==> src/hw/rtl/embroidery_stitch_stream_decoder_defines.svh <==
`ifndef EMBROIDERY_STITCH_STREAM_DECODER_DEFINES_SVH
`define EMBROIDERY_STITCH_STREAM_DECODER_DEFINES_SVH

// Same-cycle implication, checked on every rising edge outside reset.
`define ESD_ASSERT_NOW(label, ante, cons, msg) \
  label: assert property (@(posedge clk) disable iff (rst) (ante) |-> (cons)) \
    else $error(msg);

// Next-cycle implication, checked on every rising edge outside reset.
`define ESD_ASSERT_NEXT(label, ante, cons, msg) \
  label: assert property (@(posedge clk) disable iff (rst) (ante) |=> (cons)) \
    else $error(msg);

`endif

==> src/hw/rtl/esd_pkg.sv <==
`timescale 1ns / 1ps

package esd_pkg;

  // Header length in bytes, 1 to 511.
  localparam int HEADER_BYTES = 256;
  localparam int HDR_CNT_W    = 9;

  localparam logic [7:0] ESC_MARK  = 8'h80;
  localparam logic [7:0] CODE_STOP = 8'h02;
  localparam logic [7:0] CODE_TRIM = 8'h03;
  localparam logic [7:0] CODE_END  = 8'h7E;

  localparam logic [1:0] KIND_NORMAL = 2'd0;
  localparam logic [1:0] KIND_STOP   = 2'd1;
  localparam logic [1:0] KIND_TRIM   = 2'd2;
  localparam logic [1:0] KIND_END    = 2'd3;

  localparam int QUEUE_DEPTH = 4;
  localparam int QUEUE_AW    = 2;
  localparam int QUEUE_CW    = 3;

  // One parsed record: a plain byte pair (bytes in x[7:0], y[7:0]) or an
  // escape with its code and 16-bit values.
  typedef struct packed {
    logic        is_escape;
    logic [7:0]  code;
    logic [15:0] x;
    logic [15:0] y;
  } esd_rec_t;

endpackage

==> src/hw/rtl/embroidery_stitch_stream_decoder.sv <==
`timescale 1ns / 1ps
// Stitch stream decoder.
// Input channel: one file byte per word on in_byte, taken when push is high
// and full is low. The first HEADER_BYTES bytes are skipped, then byte pairs
// and seven-byte escape records are decoded into stitches.
// Result channel: step_x, step_y, stitch_kind are valid while empty is low;
// the word is taken when pop is high. Plain pairs give kind 0 with the bytes
// sign-extended; escapes give stop, trim, end (zero displacement) or normal.
// After the end record every byte is taken and dropped until reset.
// Throughput: one byte per cycle, sustained while full is low. The parser
// writes a four-entry queue at the edge that takes the last byte of a record;
// the output register loads from the queue when it is free or being taken.
// When the receiver stalls, results collect in the queue; once the queue is
// full, full rises and input stalls, including header and mid-record bytes.
// Reset (rst, synchronous) returns the parser to header skip and empties the
// queue and the output register.
module embroidery_stitch_stream_decoder import esd_pkg::*; (
  input  logic               clk,
  input  logic               rst,
  input  logic               push,
  output logic               full,
  input  logic [7:0]         in_byte,
  output logic               empty,
  input  logic               pop,
  output logic signed [15:0] step_x,
  output logic signed [15:0] step_y,
  output logic [1:0]         stitch_kind
);

  logic     accept;
  logic     rec_valid;
  esd_rec_t rec;
  esd_rec_t q_data;
  logic     q_empty;
  logic     q_pop;

  assign accept = push && !full;

  esd_front u_front (
    .clk       (clk),
    .rst       (rst),
    .accept    (accept),
    .in_byte   (in_byte),
    .rec_valid (rec_valid),
    .rec       (rec)
  );

  esd_queue u_queue (
    .clk     (clk),
    .rst     (rst),
    .wr_en   (rec_valid),
    .wr_data (rec),
    .rd_en   (q_pop),
    .rd_data (q_data),
    .full    (full),
    .q_empty (q_empty)
  );

  esd_back u_back (
    .clk         (clk),
    .rst         (rst),
    .q_empty     (q_empty),
    .q_data      (q_data),
    .q_pop       (q_pop),
    .pop         (pop),
    .empty       (empty),
    .step_x      (step_x),
    .step_y      (step_y),
    .stitch_kind (stitch_kind)
  );

endmodule

==> src/hw/rtl/esd_front.sv <==
`timescale 1ns / 1ps
`include "embroidery_stitch_stream_decoder_defines.svh"

module esd_front import esd_pkg::*; (
  input  logic     clk,
  input  logic     rst,
  input  logic     accept,
  input  logic [7:0] in_byte,
  output logic     rec_valid,
  output esd_rec_t rec
);

  localparam logic [2:0] PH_HEADER = 3'd0;
  localparam logic [2:0] PH_FIRST  = 3'd1;
  localparam logic [2:0] PH_SECOND = 3'd2;
  localparam logic [2:0] PH_CODE   = 3'd3;
  localparam logic [2:0] PH_XLO    = 3'd4;
  localparam logic [2:0] PH_XHI    = 3'd5;
  localparam logic [2:0] PH_YLO    = 3'd6;
  localparam logic [2:0] PH_YHI    = 3'd7;

  logic [2:0]           phase, phase_next;
  logic [HDR_CNT_W-1:0] header_count, header_count_next;
  logic [7:0]           first_byte, first_byte_next;
  logic [7:0]           escape_code, escape_code_next;
  logic [7:0]           low_byte, low_byte_next;
  logic [15:0]          held_x, held_x_next;
  logic                 finished, finished_next;
  logic                 take;

  assign take = accept && !finished;

  always_comb begin
    phase_next        = phase;
    header_count_next = header_count;
    first_byte_next   = first_byte;
    escape_code_next  = escape_code;
    low_byte_next     = low_byte;
    held_x_next       = held_x;
    finished_next     = finished;
    rec_valid         = 1'b0;
    rec.is_escape     = 1'b0;
    rec.code          = escape_code;
    rec.x             = {8'h00, first_byte};
    rec.y             = {8'h00, in_byte};
    if (take) begin
      unique case (phase)
        PH_HEADER: begin
          header_count_next = header_count + 1'b1;
          if (header_count_next >= HDR_CNT_W'(HEADER_BYTES)) begin
            phase_next = PH_FIRST;
          end
        end
        PH_FIRST: begin
          first_byte_next = in_byte;
          phase_next      = PH_SECOND;
        end
        PH_SECOND: begin
          // drop the pad byte of an escape
          if (first_byte == ESC_MARK) begin
            phase_next = PH_CODE;
          end else begin
            phase_next = PH_FIRST;
            rec_valid  = 1'b1;
          end
        end
        PH_CODE: begin
          escape_code_next = in_byte;
          phase_next       = PH_XLO;
        end
        PH_XLO: begin
          low_byte_next = in_byte;
          phase_next    = PH_XHI;
        end
        PH_XHI: begin
          held_x_next = {in_byte, low_byte};
          phase_next  = PH_YLO;
        end
        PH_YLO: begin
          low_byte_next = in_byte;
          phase_next    = PH_YHI;
        end
        PH_YHI: begin
          phase_next    = PH_FIRST;
          rec_valid     = 1'b1;
          rec.is_escape = 1'b1;
          rec.x         = held_x;
          rec.y         = {in_byte, low_byte};
          if (escape_code == CODE_END) begin
            finished_next = 1'b1;
          end
        end
      endcase
    end
  end

  always_ff @(posedge clk) begin
    if (rst) begin
      phase        <= PH_HEADER;
      header_count <= '0;
      first_byte   <= '0;
      escape_code  <= '0;
      low_byte     <= '0;
      held_x       <= '0;
      finished     <= 1'b0;
    end else begin
      phase        <= phase_next;
      header_count <= header_count_next;
      first_byte   <= first_byte_next;
      escape_code  <= escape_code_next;
      low_byte     <= low_byte_next;
      held_x       <= held_x_next;
      finished     <= finished_next;
    end
  end

  `ESD_ASSERT_NEXT(a_finished_sticky, finished, finished, "end of stream flag cleared")
  `ESD_ASSERT_NOW(a_no_rec_in_header, phase == PH_HEADER, !rec_valid, "record during header")

endmodule

==> src/hw/rtl/esd_queue.sv <==
`timescale 1ns / 1ps
`include "embroidery_stitch_stream_decoder_defines.svh"

module esd_queue import esd_pkg::*; (
  input  logic     clk,
  input  logic     rst,
  input  logic     wr_en,
  input  esd_rec_t wr_data,
  input  logic     rd_en,
  output esd_rec_t rd_data,
  output logic     full,
  output logic     q_empty
);

  esd_rec_t              mem [QUEUE_DEPTH];
  logic [QUEUE_AW-1:0]   wr_ptr;
  logic [QUEUE_AW-1:0]   rd_ptr;
  logic [QUEUE_CW-1:0]   count;

  assign full    = (count == QUEUE_CW'(QUEUE_DEPTH));
  assign q_empty = (count == '0);
  assign rd_data = mem[rd_ptr];

  always_ff @(posedge clk) begin
    if (wr_en) begin
      mem[wr_ptr] <= wr_data;
    end
  end

  always_ff @(posedge clk) begin
    if (rst) begin
      wr_ptr <= '0;
      rd_ptr <= '0;
      count  <= '0;
    end else begin
      if (wr_en) begin
        wr_ptr <= wr_ptr + 1'b1;
      end
      if (rd_en) begin
        rd_ptr <= rd_ptr + 1'b1;
      end
      if (wr_en && !rd_en) begin
        count <= count + 1'b1;
      end else if (rd_en && !wr_en) begin
        count <= count - 1'b1;
      end
    end
  end

  `ESD_ASSERT_NOW(a_no_overflow, wr_en, !full, "write into full queue")
  `ESD_ASSERT_NOW(a_no_underflow, rd_en, !q_empty, "read from empty queue")

endmodule

==> src/hw/rtl/esd_back.sv <==
`timescale 1ns / 1ps

module esd_back import esd_pkg::*; (
  input  logic               clk,
  input  logic               rst,
  input  logic               q_empty,
  input  esd_rec_t           q_data,
  output logic               q_pop,
  input  logic               pop,
  output logic               empty,
  output logic signed [15:0] step_x,
  output logic signed [15:0] step_y,
  output logic [1:0]         stitch_kind
);

  logic        out_valid;
  logic        load;
  logic [15:0] x_next;
  logic [15:0] y_next;
  logic [1:0]  kind_next;

  // refill the output register when it is free or being taken
  assign load  = !q_empty && (!out_valid || pop);
  assign q_pop = load;
  assign empty = !out_valid;

  always_comb begin
    x_next    = q_data.x;
    y_next    = q_data.y;
    kind_next = KIND_NORMAL;
    if (!q_data.is_escape) begin
      x_next = {{8{q_data.x[7]}}, q_data.x[7:0]};
      y_next = {{8{q_data.y[7]}}, q_data.y[7:0]};
    end else begin
      unique case (q_data.code)
        CODE_END: begin
          x_next    = '0;
          y_next    = '0;
          kind_next = KIND_END;
        end
        CODE_STOP: kind_next = KIND_STOP;
        CODE_TRIM: kind_next = KIND_TRIM;
        default:   kind_next = KIND_NORMAL;
      endcase
    end
  end

  always_ff @(posedge clk) begin
    if (rst) begin
      out_valid <= 1'b0;
    end else if (load) begin
      out_valid <= 1'b1;
    end else if (pop) begin
      out_valid <= 1'b0;
    end
  end

  always_ff @(posedge clk) begin
    if (load) begin
      step_x      <= x_next;
      step_y      <= y_next;
      stitch_kind <= kind_next;
    end
  end

endmodule
==> config.mk <==
export PLATFORM = sky130hd
export DESIGN_NAME = embroidery_stitch_stream_decoder
export DESIGN_NICKNAME = d
export VERILOG_FILES = /design/src/hw/rtl/esd_pkg.sv /design/src/hw/rtl/embroidery_stitch_stream_decoder.sv /design/src/hw/rtl/esd_front.sv /design/src/hw/rtl/esd_queue.sv /design/src/hw/rtl/esd_back.sv
export VERILOG_INCLUDE_DIRS = /design/src /design/src/hw/rtl
export SDC_FILE = /design/constraint.sdc
export NUM_CORES = 1
export LEC_CHECK = 0
export BUFFER_PORTS_ARGS = -buffer_cell sky130_fd_sc_hd__buf_2
export CORE_MARGIN = 5
export CORE_UTILIZATION = 50
export CTS_CLUSTER_DIAMETER = 200
export DETAILED_ROUTE_END_ITERATION = 16
export PLACE_DENSITY = 0.66
export SLEW_MARGIN = 10
export SYNTH_ARGS = -nofsm -noshare
export SYNTH_HDL_FRONTEND = slang
export SYNTH_HIERARCHICAL = 1
export SYNTH_SLANG_ARGS = --single-unit
==> constraint.sdc <==
create_clock -name clk -period 9.4 [get_ports clk]
set_input_delay 0 -clock clk [delete_from_list [all_inputs] [get_ports clk]]
set_output_delay 0 -clock clk [all_outputs]
set_load 0.01 [all_outputs]
=== After elaboration in Yosys (flattened, before gate mapping) ===
Memory sizes are Yosys's and may differ from the RTL's. A register that Yosys moved wholly into a read port is not among the register bits.
Index checks and enable logic that the tools add are counted.

* Register bits: 95
* Bits in writable memories: 164
* Input bits: 12
* Memories kept: 1

* $add $sub $neg: 5
* Order comparisons: 1
* Eq/ne operators: 14
* Mux-type cells: 23
* Reduce and logical (&&, ||, !) cells: 24

{| class="wikitable"
|+ Memories
! memory !! depth !! width !! rd ports !! clocked after Yosys merged registers in !! write ports !! line !! RTL
|-
| u_queue.mem || 4 || 41 || 1 || 1 || 1 || esd_queue.sv:15 || <nowiki>esd_rec_t mem [QUEUE_DEPTH];</nowiki>
|}

{| class="wikitable"
|+ Operators with widths
! operator !! number
|-
| 2-to-1 mux 16 bit || 4
|-
| 2-to-1 mux 32 bit || 2
|-
| case mux 3 bit (8 select lines) || 1
|-
| == test 8 x 2 -> 1 bit (second input constant) || 2
|-
| == test 8 x 7 -> 1 bit (second input constant) || 2
|-
| == test 3 bit (second input constant) || 5
|-
| AND reduction 2 bit || 6
|-
| adder 9 x 1 -> 9 bit (second input constant) || 1
|-
| >= comparator 9 bit (second input constant) || 1
|-
| 2-to-1 mux 3 bit || 3
|-
| == test 8 bit (second input constant) || 1
|-
| 2-to-1 mux 1 bit || 8
|-
| == test 3 x 2 -> 1 bit (second input constant) || 2
|-
| zero test 1 bit || 6
|-
| zero test 3 bit || 2
|-
| 2-to-1 mux 2 bit || 3
|-
| case mux 2 bit (3 select lines) || 1
|-
| logical AND 1 bit || 5
|-
| adder 2 x 1 -> 2 bit (second input constant) || 2
|-
| nonzero test 2 bit || 2
|-
| adder 3 x 1 -> 3 bit (second input constant) || 1
|-
| == test 3 x 1 -> 1 bit (second input constant) || 1
|-
| AND reduction 3 bit || 1
|-
| subtractor 3 x 1 -> 3 bit (second input constant) || 1
|-
| other kinds (4) || 4
|}

=== Longest topological paths before layout ===
Gate-level depths: netlist of run 1.

* Depth after elaboration: 9
* Depth in mapped cells: 14

=== Hierarchy ===
The synthesis of run 1 kept the hierarchy.

{| class="wikitable"
|+ By module, submodules not included
! module !! times used !! cells each !! area an instance (sq um)
|-
| esd_queue || 1 || 259 || 6,396.1
|-
| esd_front || 1 || 292 || 2,477.4
|-
| esd_back || 1 || 87 || 1,452.6
|-
| embroidery_stitch_stream_decoder || 1 || 1 || 13.8
|}

=== Worst setup path before layout of run 1 ===
OpenSTA, ideal clock, no wires.

* Path type: register to register
* Start: register u_queue.count[0]
* End: register u_queue.count[2]
* Library setup time: 0.070 ns
* Arrival time: 3.250 ns
* Required time: 9.330 ns
* Slack: 6.080 ns
* Stages on the path, launching flop included: 10
* Path buffers: 0
* Clock period less this slack: 3.320 ns
* Cell sequence: dfxtp_1 nor3_1 nor2b_1 inv_1 ha_1 inv_1 fa_1 xor2_1 or3_1 a21oi_1

{| class="wikitable"
|+ RTL lines
! item !! line !! RTL
|-
| start, declared || esd_queue.sv:18 || <nowiki>logic [QUEUE_CW-1:0] count;</nowiki>
|-
| start signal, assigned || esd_queue.sv:43 || <nowiki>count <= count + 1'b1;</nowiki>
|-
| start signal, assigned || esd_queue.sv:45 || <nowiki>count <= count - 1'b1;</nowiki>
|-
| zero test 3 bit * || esd_queue.sv:21 || <nowiki>assign q_empty = (count == '0);</nowiki>
|-
| via q_empty || embroidery_stitch_stream_decoder.sv:34 || <nowiki>logic q_empty;</nowiki>
|-
| zero test 1 bit * || esd_back.sv:23 || <nowiki>assign load = !q_empty && (!out_valid || pop);</nowiki>
|-
| logical AND 1 bit * || esd_back.sv:23 ||
|-
| via q_pop || embroidery_stitch_stream_decoder.sv:35 || <nowiki>logic q_pop;</nowiki>
|-
| zero test 1 bit || esd_queue.sv:42 || <nowiki>if (wr_en && !rd_en) begin</nowiki>
|-
| logical AND 1 bit || esd_queue.sv:42 ||
|-
| 2-to-1 mux 3 bit / nonzero test 2 bit (equally long branches) || -- ||
|}

The timed path passes the listed nets; every way through them passes the cells marked *. The select of a mux whose other input is x is not followed.
A chain may end at the register's enable or synchronous reset.

=== Worst setup path after layout of run 1 ===
* Start: register u_queue.count[0]
* End: register u_queue.count[2]

* Word-level cells in the longest chain between the ends: 8

{| class="wikitable"
|+ RTL lines
! item !! line !! RTL
|-
| == test 3 bit * || esd_queue.sv:20 || <nowiki>assign full = (count == QUEUE_CW'(QUEUE_DEPTH));</nowiki>
|-
| zero test 1 bit * || embroidery_stitch_stream_decoder.sv:37 || <nowiki>assign accept = push && !full;</nowiki>
|-
| logical AND 1 bit * || embroidery_stitch_stream_decoder.sv:37 ||
|-
| via accept || embroidery_stitch_stream_decoder.sv:30 || <nowiki>logic accept;</nowiki>
|-
| logical AND 1 bit * || esd_front.sv:31 || <nowiki>assign take = accept && !finished;</nowiki>
|-
| 2-to-1 mux 1 bit * || esd_front.sv:46 || <nowiki>if (take) begin</nowiki>
|-
| via rec_valid || embroidery_stitch_stream_decoder.sv:31 || <nowiki>logic rec_valid;</nowiki>
|-
| zero test 1 bit || esd_queue.sv:44 || <nowiki>end else if (rd_en && !wr_en) begin</nowiki>
|-
| logical AND 1 bit || esd_queue.sv:44 ||
|-
| nonzero test 2 bit (no line) || -- ||
|}

Marked as above.

==> impl_summary.txt, run 1 <==
----------------------------------------------------
[Outcome]
  Run status ... finished clean

[GRT]
  Met3 layer usage reported by global route ... 2.782%
  Global-route wire length before repair ... 30880 µm
  Gr busiest metal ... met2
  Gr usage total ... about 16%
  Number of antenna violations at the first check in global routing ... 0
  Grt met2 use ... 28.06%
  Met1 Use GR ... 21.32%
  Maximum number of pins on one net before global-route repair ... 65
  Number of global-route vias before repair ... approximately 5.7k
  GR Overflow Total ... 0

[Critical path]
  Delay of the slowest cell on the worst path ... between 400 and 500 ps
  Setup slack on the worst flop-to-flop path ... 6440 ps
  Reg2reg start ... u_queue/count[0]
  FF-to-FF path depth ... 11
  CP cell instances ... nor3b_1, nor2b_4, nor2b_1, and4_1, a31o_2, ha_1, inv_1, fa_1, xor2_1, or3_1, a21oi_1
  Arrival time at the worst endpoint ... 3400 ps
  Category of the worst setup path capture point ... register
  Critical path launch point type ... register
  Critical-path top delay cell ... sky130_fd_sc_hd__dfxtp_1
  Capture point of the worst reg-to-reg path ... u_queue/count[2]
  Highest net fanout along the worst path ... 8
  Kind of critical path ... reg2reg
  Worst path required time ... 9840 ps

[Placed design]
  Placed wire-length estimate ... between 10000 and 15000 µm
  Placer Congestion ... 0.7818
  Buffers on Ports ... 47
  DP Area ... 0.01070 mm²

[Detailed routing]
  Total via count after detailed routing ... 5401
  Drt first-iter violations ... between 300 and 400
  Number of vias per cell ... 5.478
  Detailed Routing Iterations Pass 1 ... 5
  DRC viols ... 0
  DRT antenna net count ... 0
  Post-detailed-routing wire length ... between 15000 and 20000 µm
  WL/cell ... 19.40 µm

[Clock tree]
  Number of setup buffers added after CTS ... 0
  Clock-pin slew on the worst setup and hold paths ... 60 ps
  CTS sink count ... around 260
  CTS tree ... done
  Bufs on Longest Clock Path ... 3
  Num CTS Buffers ... 28
  Clock Latency Late Sink ... around 520 ps
  Clock tree root buffer cell ... sky130_fd_sc_hd__clkbuf_16
  Cts hold-fix bufs ... 9
  Max H-tree Level ... 1
  Number of gates resized after CTS ... 0

[Logic synthesis]
  Area of the mapped netlist ... ~0.010 mm²
  EDFF count, synth ... between 150 and 200
  Most used DFF post-synth ... sky130_fd_sc_hd__edfxtp_1
  Number of instances in the synthesized netlist ... 639
  Post-synth top area share ... a little under three fifths
  Library cell with the largest summed area after synthesis ... sky130_fd_sc_hd__edfxtp_1
  Total number of yosys warnings ... 6
  Number of distinct library cell variants in the gate-level netlist after synthesis ... 49
  Synth top area cells ... sky130_fd_sc_hd__edfxtp_1, sky130_fd_sc_hd__dfxtp_1, sky130_fd_sc_hd__mux4_2
  Flops & latches, synth ... 261
  Post-synthesis area per instance ... 16.18 µm²
  Proportion of register bits with asynchronous set or reset after synthesis ... 0%
  Net count after synthesis ... 658
  Sequential area share after synthesis ... 69.70%

[Power and ir drop]
  Clock share of power ... 36.0%
  Overall Power ... 0.003048 W
  Power per unit of standard cell area ... 259.6 mW/mm²
  Switching share of total power ... 24.27%
  Static leakage power ... 3.935 nW
  Comb pwr share ... between 10% and 20%
  Worst voltage drop across the vdd grid ... approximately 0.25 mV
  Power dissipated by switching net loads ... 0.0007399 W
  Internal Dissipation ... about 0.0023 W
  Sequential share of power ... 45.7%

[STA]
  Final-report hold violation count ... 0
  Max Freq ... 0.3379 GHz
  Final Max Tran Viols ... 0
  Maximum clock skew at final layout ... 6.298 ps
  Clock period minus final worst setup slack ... 2960 ps
  Unrepaired setup endpoints after global routing ... false
  Number of setup violations in the final report ... 0
  Normalized max-slew margin ... 22.18%
  Portion of the clock cycle consumed by the worst path in the final layout ... 31.49%
  Tightest Pin Transition ... 1167 ps
  Fin Setup TNS ... 0 ps

[Worst hold path]
  Hold Path Cell Cnt ... 5
  End point of the worst hold path ... u_front/phase[0]
  Hold Crit Class ... in2reg
  Source of the worst hold timing path ... push

[Job]
  Max-capacitance violation count ... 0

[Floorplanning]
  Horizontal extent of the die ... 153.8 µm
  Initial core utilization ... 50.94%
  Cell Rows ... 52
  Area enclosed by the die boundary ... 0.02366 mm²
  Core box area ... a little over 0.02 mm²
  Die Y-Extent ... 153.8 µm
  Number of primary I/O pins ... 48

[Cells and area]
  Final std cell area, no fill ... 0.01174 mm²
  Antenna diode count ... 0
  Final layout net count ... 714
  Multi-input combinational cell area ... 0.002843 mm²
  Synth-to-Final Area Change ... 13.55%
  Area of all sequential standard cells ... a little over 0.007 mm²
  Number of filler cells placed in the layout ... 1557
  Share of post-route cells with drive strength above 1 ... a little over a quarter

----------------------------------------------------
-- how the worst max path moves through the flow --
stage / startpoint / to / slack (ps) / depth (start not counted)
after floorplan: u_queue/count[0] / u_queue/count[2] / 6080 / 9
after CTS: u_queue/count[0] / u_queue/count[2] / 6450 / 11
after global placement: register / u_back/step_y[7] / 6570 / 5
final: u_queue/count[0] / u_queue/count[2] / 6440 / 11
after global routing: u_queue/count[0] / u_queue/count[2] / 6180 / 11
after detailed placement: u_queue/count[0] / u_queue/count[2] / 6480 / 11
-- power by group through the flow --
| stage | clock, W | combinational (W) | sequential, W |
|---|---|---|---|
| detailed placement | 0 | 0.000571 | 0.00142 |
| global route | 0.00118 | 0.000619 | 0.00140 |
| global placement | 0 | 0.000562 | 0.00142 |
| finish | 0.00110 | 0.000560 | 0.00139 |
| CTS | 0.00112 | 0.000576 | 0.00139 |
| floorplan | 0 | 0.000392 | 0.00146 |
-- per-stage QoR --
stage	worst slack [ps]	hold WS [ps]	instances	util [%]
after floorplan	6080	69.07	639	-
after global placement	6573	297.4	926	52.69
after detailed placement	6479	315.9	926	52.69
after CTS	6451	111.8	986	57.84
after global routing	6180	139.5	986	57.84
final	6440	135.8	986	57.84
-- cells by family (layout without fill, tap and decap cells) --
group | after synthesis | after routing | synth area share, %
xor gates and xnor gates | 12 | 12 | 1.016
DFF | 261 | 261 | 69.70
and+or+nand+nor | 185 | 185 | 9.608
buffers and inverters | 43 | 120 | 2.928
muxes | 67 | 67 | 12.08
adders and majority gates | 7 | 7 | 0.9196
AOI/OAI and AO/OA | 64 | 64 | 3.751
-- synthesized netlist by cell type, drive strengths merged, types with 4 or more instances --
cell and instances:
edfxtp 198, nand2 70, dfxtp 63, mux4 41, a21oi 40, and2 39
buf 27, nor2 27, a21o 17, mux2 16, nand3 16, mux2i 10
xor2 10, clkbuf 9, inv 7, ha 6, nor2b 6, nor3b 5
nand4 4
-- final cells by class --
cell class,count,area share [%]
Sequential cell,261,61.40
Clock inverter,15,1.300
Inverter,7,0.2238
Timing Repair Buffer,62,3.154
Tap cell,270,2.877
Clock buffer,36,6.831
Multi-Input combinational cell,335,24.21
-- routing by layer --
layer,part of all wire [%],vias up,wire length (µm)
li1,-,2502,-
met1,41,2689,7837
met2,50,166,9551
met3,5.6,44,1068
met4,3.5,0,667
met5,0,-,0
-- cells in the final DEF, fill, tap and decap left out, types with 3 or more instances in the layout --
master | netlist | routed
sky130_fd_sc_hd__a21o_1 | 17 | 17
sky130_fd_sc_hd__a21oi_1 | 40 | 40
sky130_fd_sc_hd__and2_1 | 23 | 19
sky130_fd_sc_hd__and2_2 | 8 | 12
sky130_fd_sc_hd__and2_4 | 8 | 8
sky130_fd_sc_hd__and3_1 | 3 | 3
sky130_fd_sc_hd__buf_2 | 12 | 47
sky130_fd_sc_hd__buf_4 | 1 | 6
sky130_fd_sc_hd__bufinv_16 | 0 | 3
sky130_fd_sc_hd__clkbuf_16 | 0 | 29
sky130_fd_sc_hd__clkbuf_8 | 0 | 5
sky130_fd_sc_hd__clkinv_2 | 0 | 10
sky130_fd_sc_hd__dfxtp_1 | 63 | 61
sky130_fd_sc_hd__dlygate4sd3_1 | 0 | 9
sky130_fd_sc_hd__edfxtp_1 | 198 | 198
sky130_fd_sc_hd__ha_1 | 6 | 6
sky130_fd_sc_hd__inv_1 | 7 | 7
sky130_fd_sc_hd__mux2_2 | 5 | 5
sky130_fd_sc_hd__mux2_4 | 11 | 11
sky130_fd_sc_hd__mux2i_1 | 10 | 10
sky130_fd_sc_hd__mux4_2 | 40 | 40
sky130_fd_sc_hd__nand2_1 | 70 | 70
sky130_fd_sc_hd__nand3_1 | 15 | 15
sky130_fd_sc_hd__nand4_1 | 4 | 4
sky130_fd_sc_hd__nand4b_1 | 3 | 3
sky130_fd_sc_hd__nor2_1 | 27 | 27
sky130_fd_sc_hd__nor2b_1 | 5 | 4
sky130_fd_sc_hd__nor3b_1 | 3 | 3
sky130_fd_sc_hd__nor4b_1 | 3 | 3
sky130_fd_sc_hd__o21ai_0 | 3 | 3
sky130_fd_sc_hd__xor2_1 | 10 | 10
-- state kept, by name (all words and copies together), names as in the netlist, named ones only --
register / cells
u_queue/rd_ptr: 2
u_front/first_byte: 8
u_back/step_x: 16
u_back/stitch_kind: 2
u_front/escape_code: 8
u_queue/wr_ptr: 2
u_front/held_x: 16
u_front/phase: 3
u_front/finished: 1
u_queue/mem: 164
u_back/out_valid: 1
u_front/low_byte: 8
u_back/step_y: 16
u_queue/count: 3
u_front/header_count: 9
-- worst max-delay path, delay by kind of cell (launching register included) --
kind	cells	cell delay [ps]
AND/OR/NAND/NOR	5	1280
adder cells (fa/ha/maj)	2	600
AO/OA/AOI/OAI	2	330
buffers and inverters	1	70
flip-flops	1	420
XOR/XNOR	1	180
Note: power is estimated with default switching activity, not from simulation.
==> run 2, diff against run 1 <==
==> constraint.sdc (replaced) <==
create_clock -name clk -period 3 [get_ports clk]
set_input_delay 0 -clock clk [delete_from_list [all_inputs] [get_ports clk]]
set_output_delay 0 -clock clk [all_outputs]
set_load 0.01 [all_outputs]
==> run 2 against run 1 <==
  * Final cell count grew 0.81%
  * Sequential cell count is the same
  * Critical path depth shrank 1
  * Largest cell class unchanged
  * Critical endpoint unchanged
==> impl_summary.txt, run 2 (synthesis results as in run 1) <==
----------------------------------------------------
[Placed design]
  DP Area ... 0.01077 mm² (was 0.01070 mm²)
  Buffers on Ports ... 47 (unchanged)
  Placer Congestion ... 0.8292 (was 0.7818)
  Placed wire-length estimate ... 11760 µm (was 11520 µm)

[Job]
  Max-capacitance violation count ... 0 (unchanged)

[STA]
  Normalized max-slew margin ... 45.36% (was 22.18%)
  Final Max Tran Viols ... 0 (unchanged)
  Portion of the clock cycle consumed by the worst path in the final layout ... 93.04% (was 31.49%)
  Tightest Pin Transition ... 817.9 ps (was 1167 ps)
  Fin Setup TNS ... 0 ps (unchanged)
  Clock period minus final worst setup slack ... 2791 ps (was 2960 ps)
  Final hold slack ... 57.51 ps (was 135.8 ps)
  Number of setup violations in the final report ... 0 (unchanged)
  Final-report hold violation count ... 0 (unchanged)
  Max Freq ... 0.3583 GHz (was 0.3379 GHz)
  Maximum clock skew at final layout ... 17.25 ps (was 6.298 ps)
  Unrepaired setup endpoints after global routing ... false (unchanged)

[Worst hold path]
  Hold Crit Class ... in2reg (unchanged)

[Detailed routing]
  Post-detailed-routing wire length ... 19230 µm (was 19130 µm)
  Drt first-iter violations ... 512 (was 387)
  DRC viols ... 0 (unchanged)
  DRT antenna net count ... 0 (unchanged)
  Total via count after detailed routing ... 5450 (was 5401)
  WL/cell ... 19.34 µm (was 19.40 µm)
  Number of vias per cell ... 5.483 (was 5.478)
  Detailed Routing Iterations Pass 1 ... 5 (unchanged)

[GRT]
  Maximum number of pins on one net before global-route repair ... 45 (was 65)
  Number of global-route vias before repair ... 5573 (was 5690)
  Global-route wire length before repair ... 31130 µm (was 30880 µm)
  Number of antenna violations at the first check in global routing ... 0 (unchanged)
  GR Overflow Total ... 0 (unchanged)
  Gr usage total ... 16.49% (was 16.43%)

[Power and ir drop]
  Power per unit of standard cell area ... 798.7 mW/mm² (was 259.6 mW/mm²)
  Power dissipated by switching net loads ... 0.002303 W (was 0.0007399 W)
  Switching share of total power ... 24.53% (was 24.27%)
  Sequential share of power ... 47.0% (was 45.7%)
  Static leakage power ... 3.946 nW (was 3.935 nW)
  Comb pwr share ... 18.6% (was 18.4%)
  Worst voltage drop across the vdd grid ... 0.6599 mV (was 0.2498 mV)
  Internal Dissipation ... 0.007084 W (was 0.002308 W)
  Clock share of power ... 34.4% (was 36.0%)

[Clock tree]
  Num CTS Buffers ... 27 (was 28)
  CTS tree ... done (unchanged)
  Bufs on Longest Clock Path ... 3 (unchanged)
  Number of setup buffers added after CTS ... 0 (unchanged)
  CTS sink count ... 261 (unchanged)
  Clock-pin slew on the worst setup and hold paths ... 60 ps (about the same)
  Clock tree root buffer cell ... sky130_fd_sc_hd__clkbuf_16 (unchanged)
  Max H-tree Level ... 1 (unchanged)
  Clock Latency Late Sink ... 520 ps (about the same)

[Critical path]
  Critical path launch point type ... register (unchanged)
  Worst path required time ... 3440 ps (was 9840 ps)
  Kind of critical path ... reg2reg (unchanged)
  Category of the worst setup path capture point ... register (unchanged)
  Arrival time at the worst endpoint ... 3230 ps (was 3400 ps)
  Highest net fanout along the worst path ... 9 (was 8)

[Cells and area]
  Final layout net count ... 723 (was 714)
  Commonest cells after routing, fill and taps aside ... sky130_fd_sc_hd__edfxtp_1, sky130_fd_sc_hd__nand2_1, sky130_fd_sc_hd__dfxtp_1 (unchanged)
  Synth-to-Final Area Change ... 13.67% (was 13.55%)
  Commonest non-fill, non-tap cell in the layout ... sky130_fd_sc_hd__edfxtp_1 (unchanged)
  Antenna diode count ... 0 (unchanged)
  Top reg by flops ... u_queue/mem (unchanged)
  Final core utilization ... 57.90% (was 57.84%)
  Number of flip-flops under the largest register name ... 164 (unchanged)
  Number of filler cells placed in the layout ... 1615 (was 1557)
  Share of post-route cells with drive strength above 1 ... 26.52% (was 26.26%)
  Final std cell area, no fill ... 0.01175 mm² (was 0.01174 mm²)

[Floorplanning]
  Die Y-Extent ... 153.8 µm (unchanged)
  Core box area ... 0.02030 mm² (unchanged)
  Number of primary I/O pins ... 48 (unchanged)
  Cell Rows ... 52 (unchanged)
  Horizontal extent of the die ... 153.8 µm (unchanged)
  Area enclosed by the die boundary ... 0.02366 mm² (unchanged)
  Initial core utilization ... 50.94% (unchanged)

[Outcome]
  Run status ... finished clean (unchanged)

----------------------------------------------------
-- run 2: path summary, 6_finish.rpt --
check | cells after the start | end | slack (ps) | from
worst max-delay path | 10 | u_queue/count[2] | 210 | u_queue/count[0]
worst min-delay path | 2 | u_front/header_count[8] | 60 | rst
worst max register to register | 10 | u_queue/count[2] | 210 | u_queue/count[0]
worst min register to register | 2 | u_front/held_x[10] | 450 | u_front/held_x[10]
-- run 2: final cells by class --
class / instances / area [µm²] / area share [%]
Clock inverter: 10 / 78.83 / 0.6706
Inverter: 7 / 26.28 / 0.2235
Clock buffer: 39 / 812.0 / 6.909
Multi-Input combinational cell: 335 / 2844 / 24.20
Tap cell: 270 / 337.8 / 2.874
Sequential cell: 261 / 7209 / 61.34
Timing Repair Buffer: 72 / 445.4 / 3.790
-- run 2: worst max-delay path, stage by stage (launching register included) --
cell and delay (ps):
sky130_fd_sc_hd__dfxtp_1 420, sky130_fd_sc_hd__nor3b_1 130, sky130_fd_sc_hd__nor2b_4 130, sky130_fd_sc_hd__nor3b_2 430
sky130_fd_sc_hd__a31o_2 320, sky130_fd_sc_hd__ha_1 220, sky130_fd_sc_hd__inv_1 70, sky130_fd_sc_hd__fa_1 370
sky130_fd_sc_hd__xor2_1 170, sky130_fd_sc_hd__or3_1 300, sky130_fd_sc_hd__a21oi_1 150
-- run 2: power groups by stage --
| stage | clock (W) | sequential, W | combinational [W] |
|---|---|---|---|
| 2_1_floorplan | 0 | 0.00456 | 0.00123 |
| 3_3_place_gp | 0 | 0.00448 | 0.00175 |
| 3_5_place_dp | 0 | 0.00449 | 0.00178 |
| 4_1_cts | 0.00331 | 0.00442 | 0.00180 |
| 5_1_grt | 0.00350 | 0.00444 | 0.00192 |
| 6_report | 0.00323 | 0.00441 | 0.00175 |
-- run 2: layer usage --
metal,up-vias,share of wire (%),global-route usage (%)
met5,-,0,0
met3,23,5.8,2.951
li1,2516,-,-
met2,154,51,28.89
met4,0,1.2,3.574
met1,2757,42,21.75
-- run 2: repair_timing --
item	CTS	global route
hold buffers	9	0
resized for setup	0	1
hold endpoints to repair	45	0
setup endpoints to repair	0	9
-- run 2: stage by stage --
| step | total power [W] | setup WS (ps) | cells |
|---|---|---|---|
| 4_1_cts | 0.009522 | 153.3 | 994 |
| 6_report | 0.009388 | 208.7 | 994 |
| 2_1_floorplan | 0.005792 | 55.33 | 639 |
| 3_3_place_gp | 0.006226 | 283.8 | 936 |
| 5_1_grt | 0.009856 | 11.67 | 994 |
| 3_5_place_dp | 0.006271 | 147.4 | 936 |
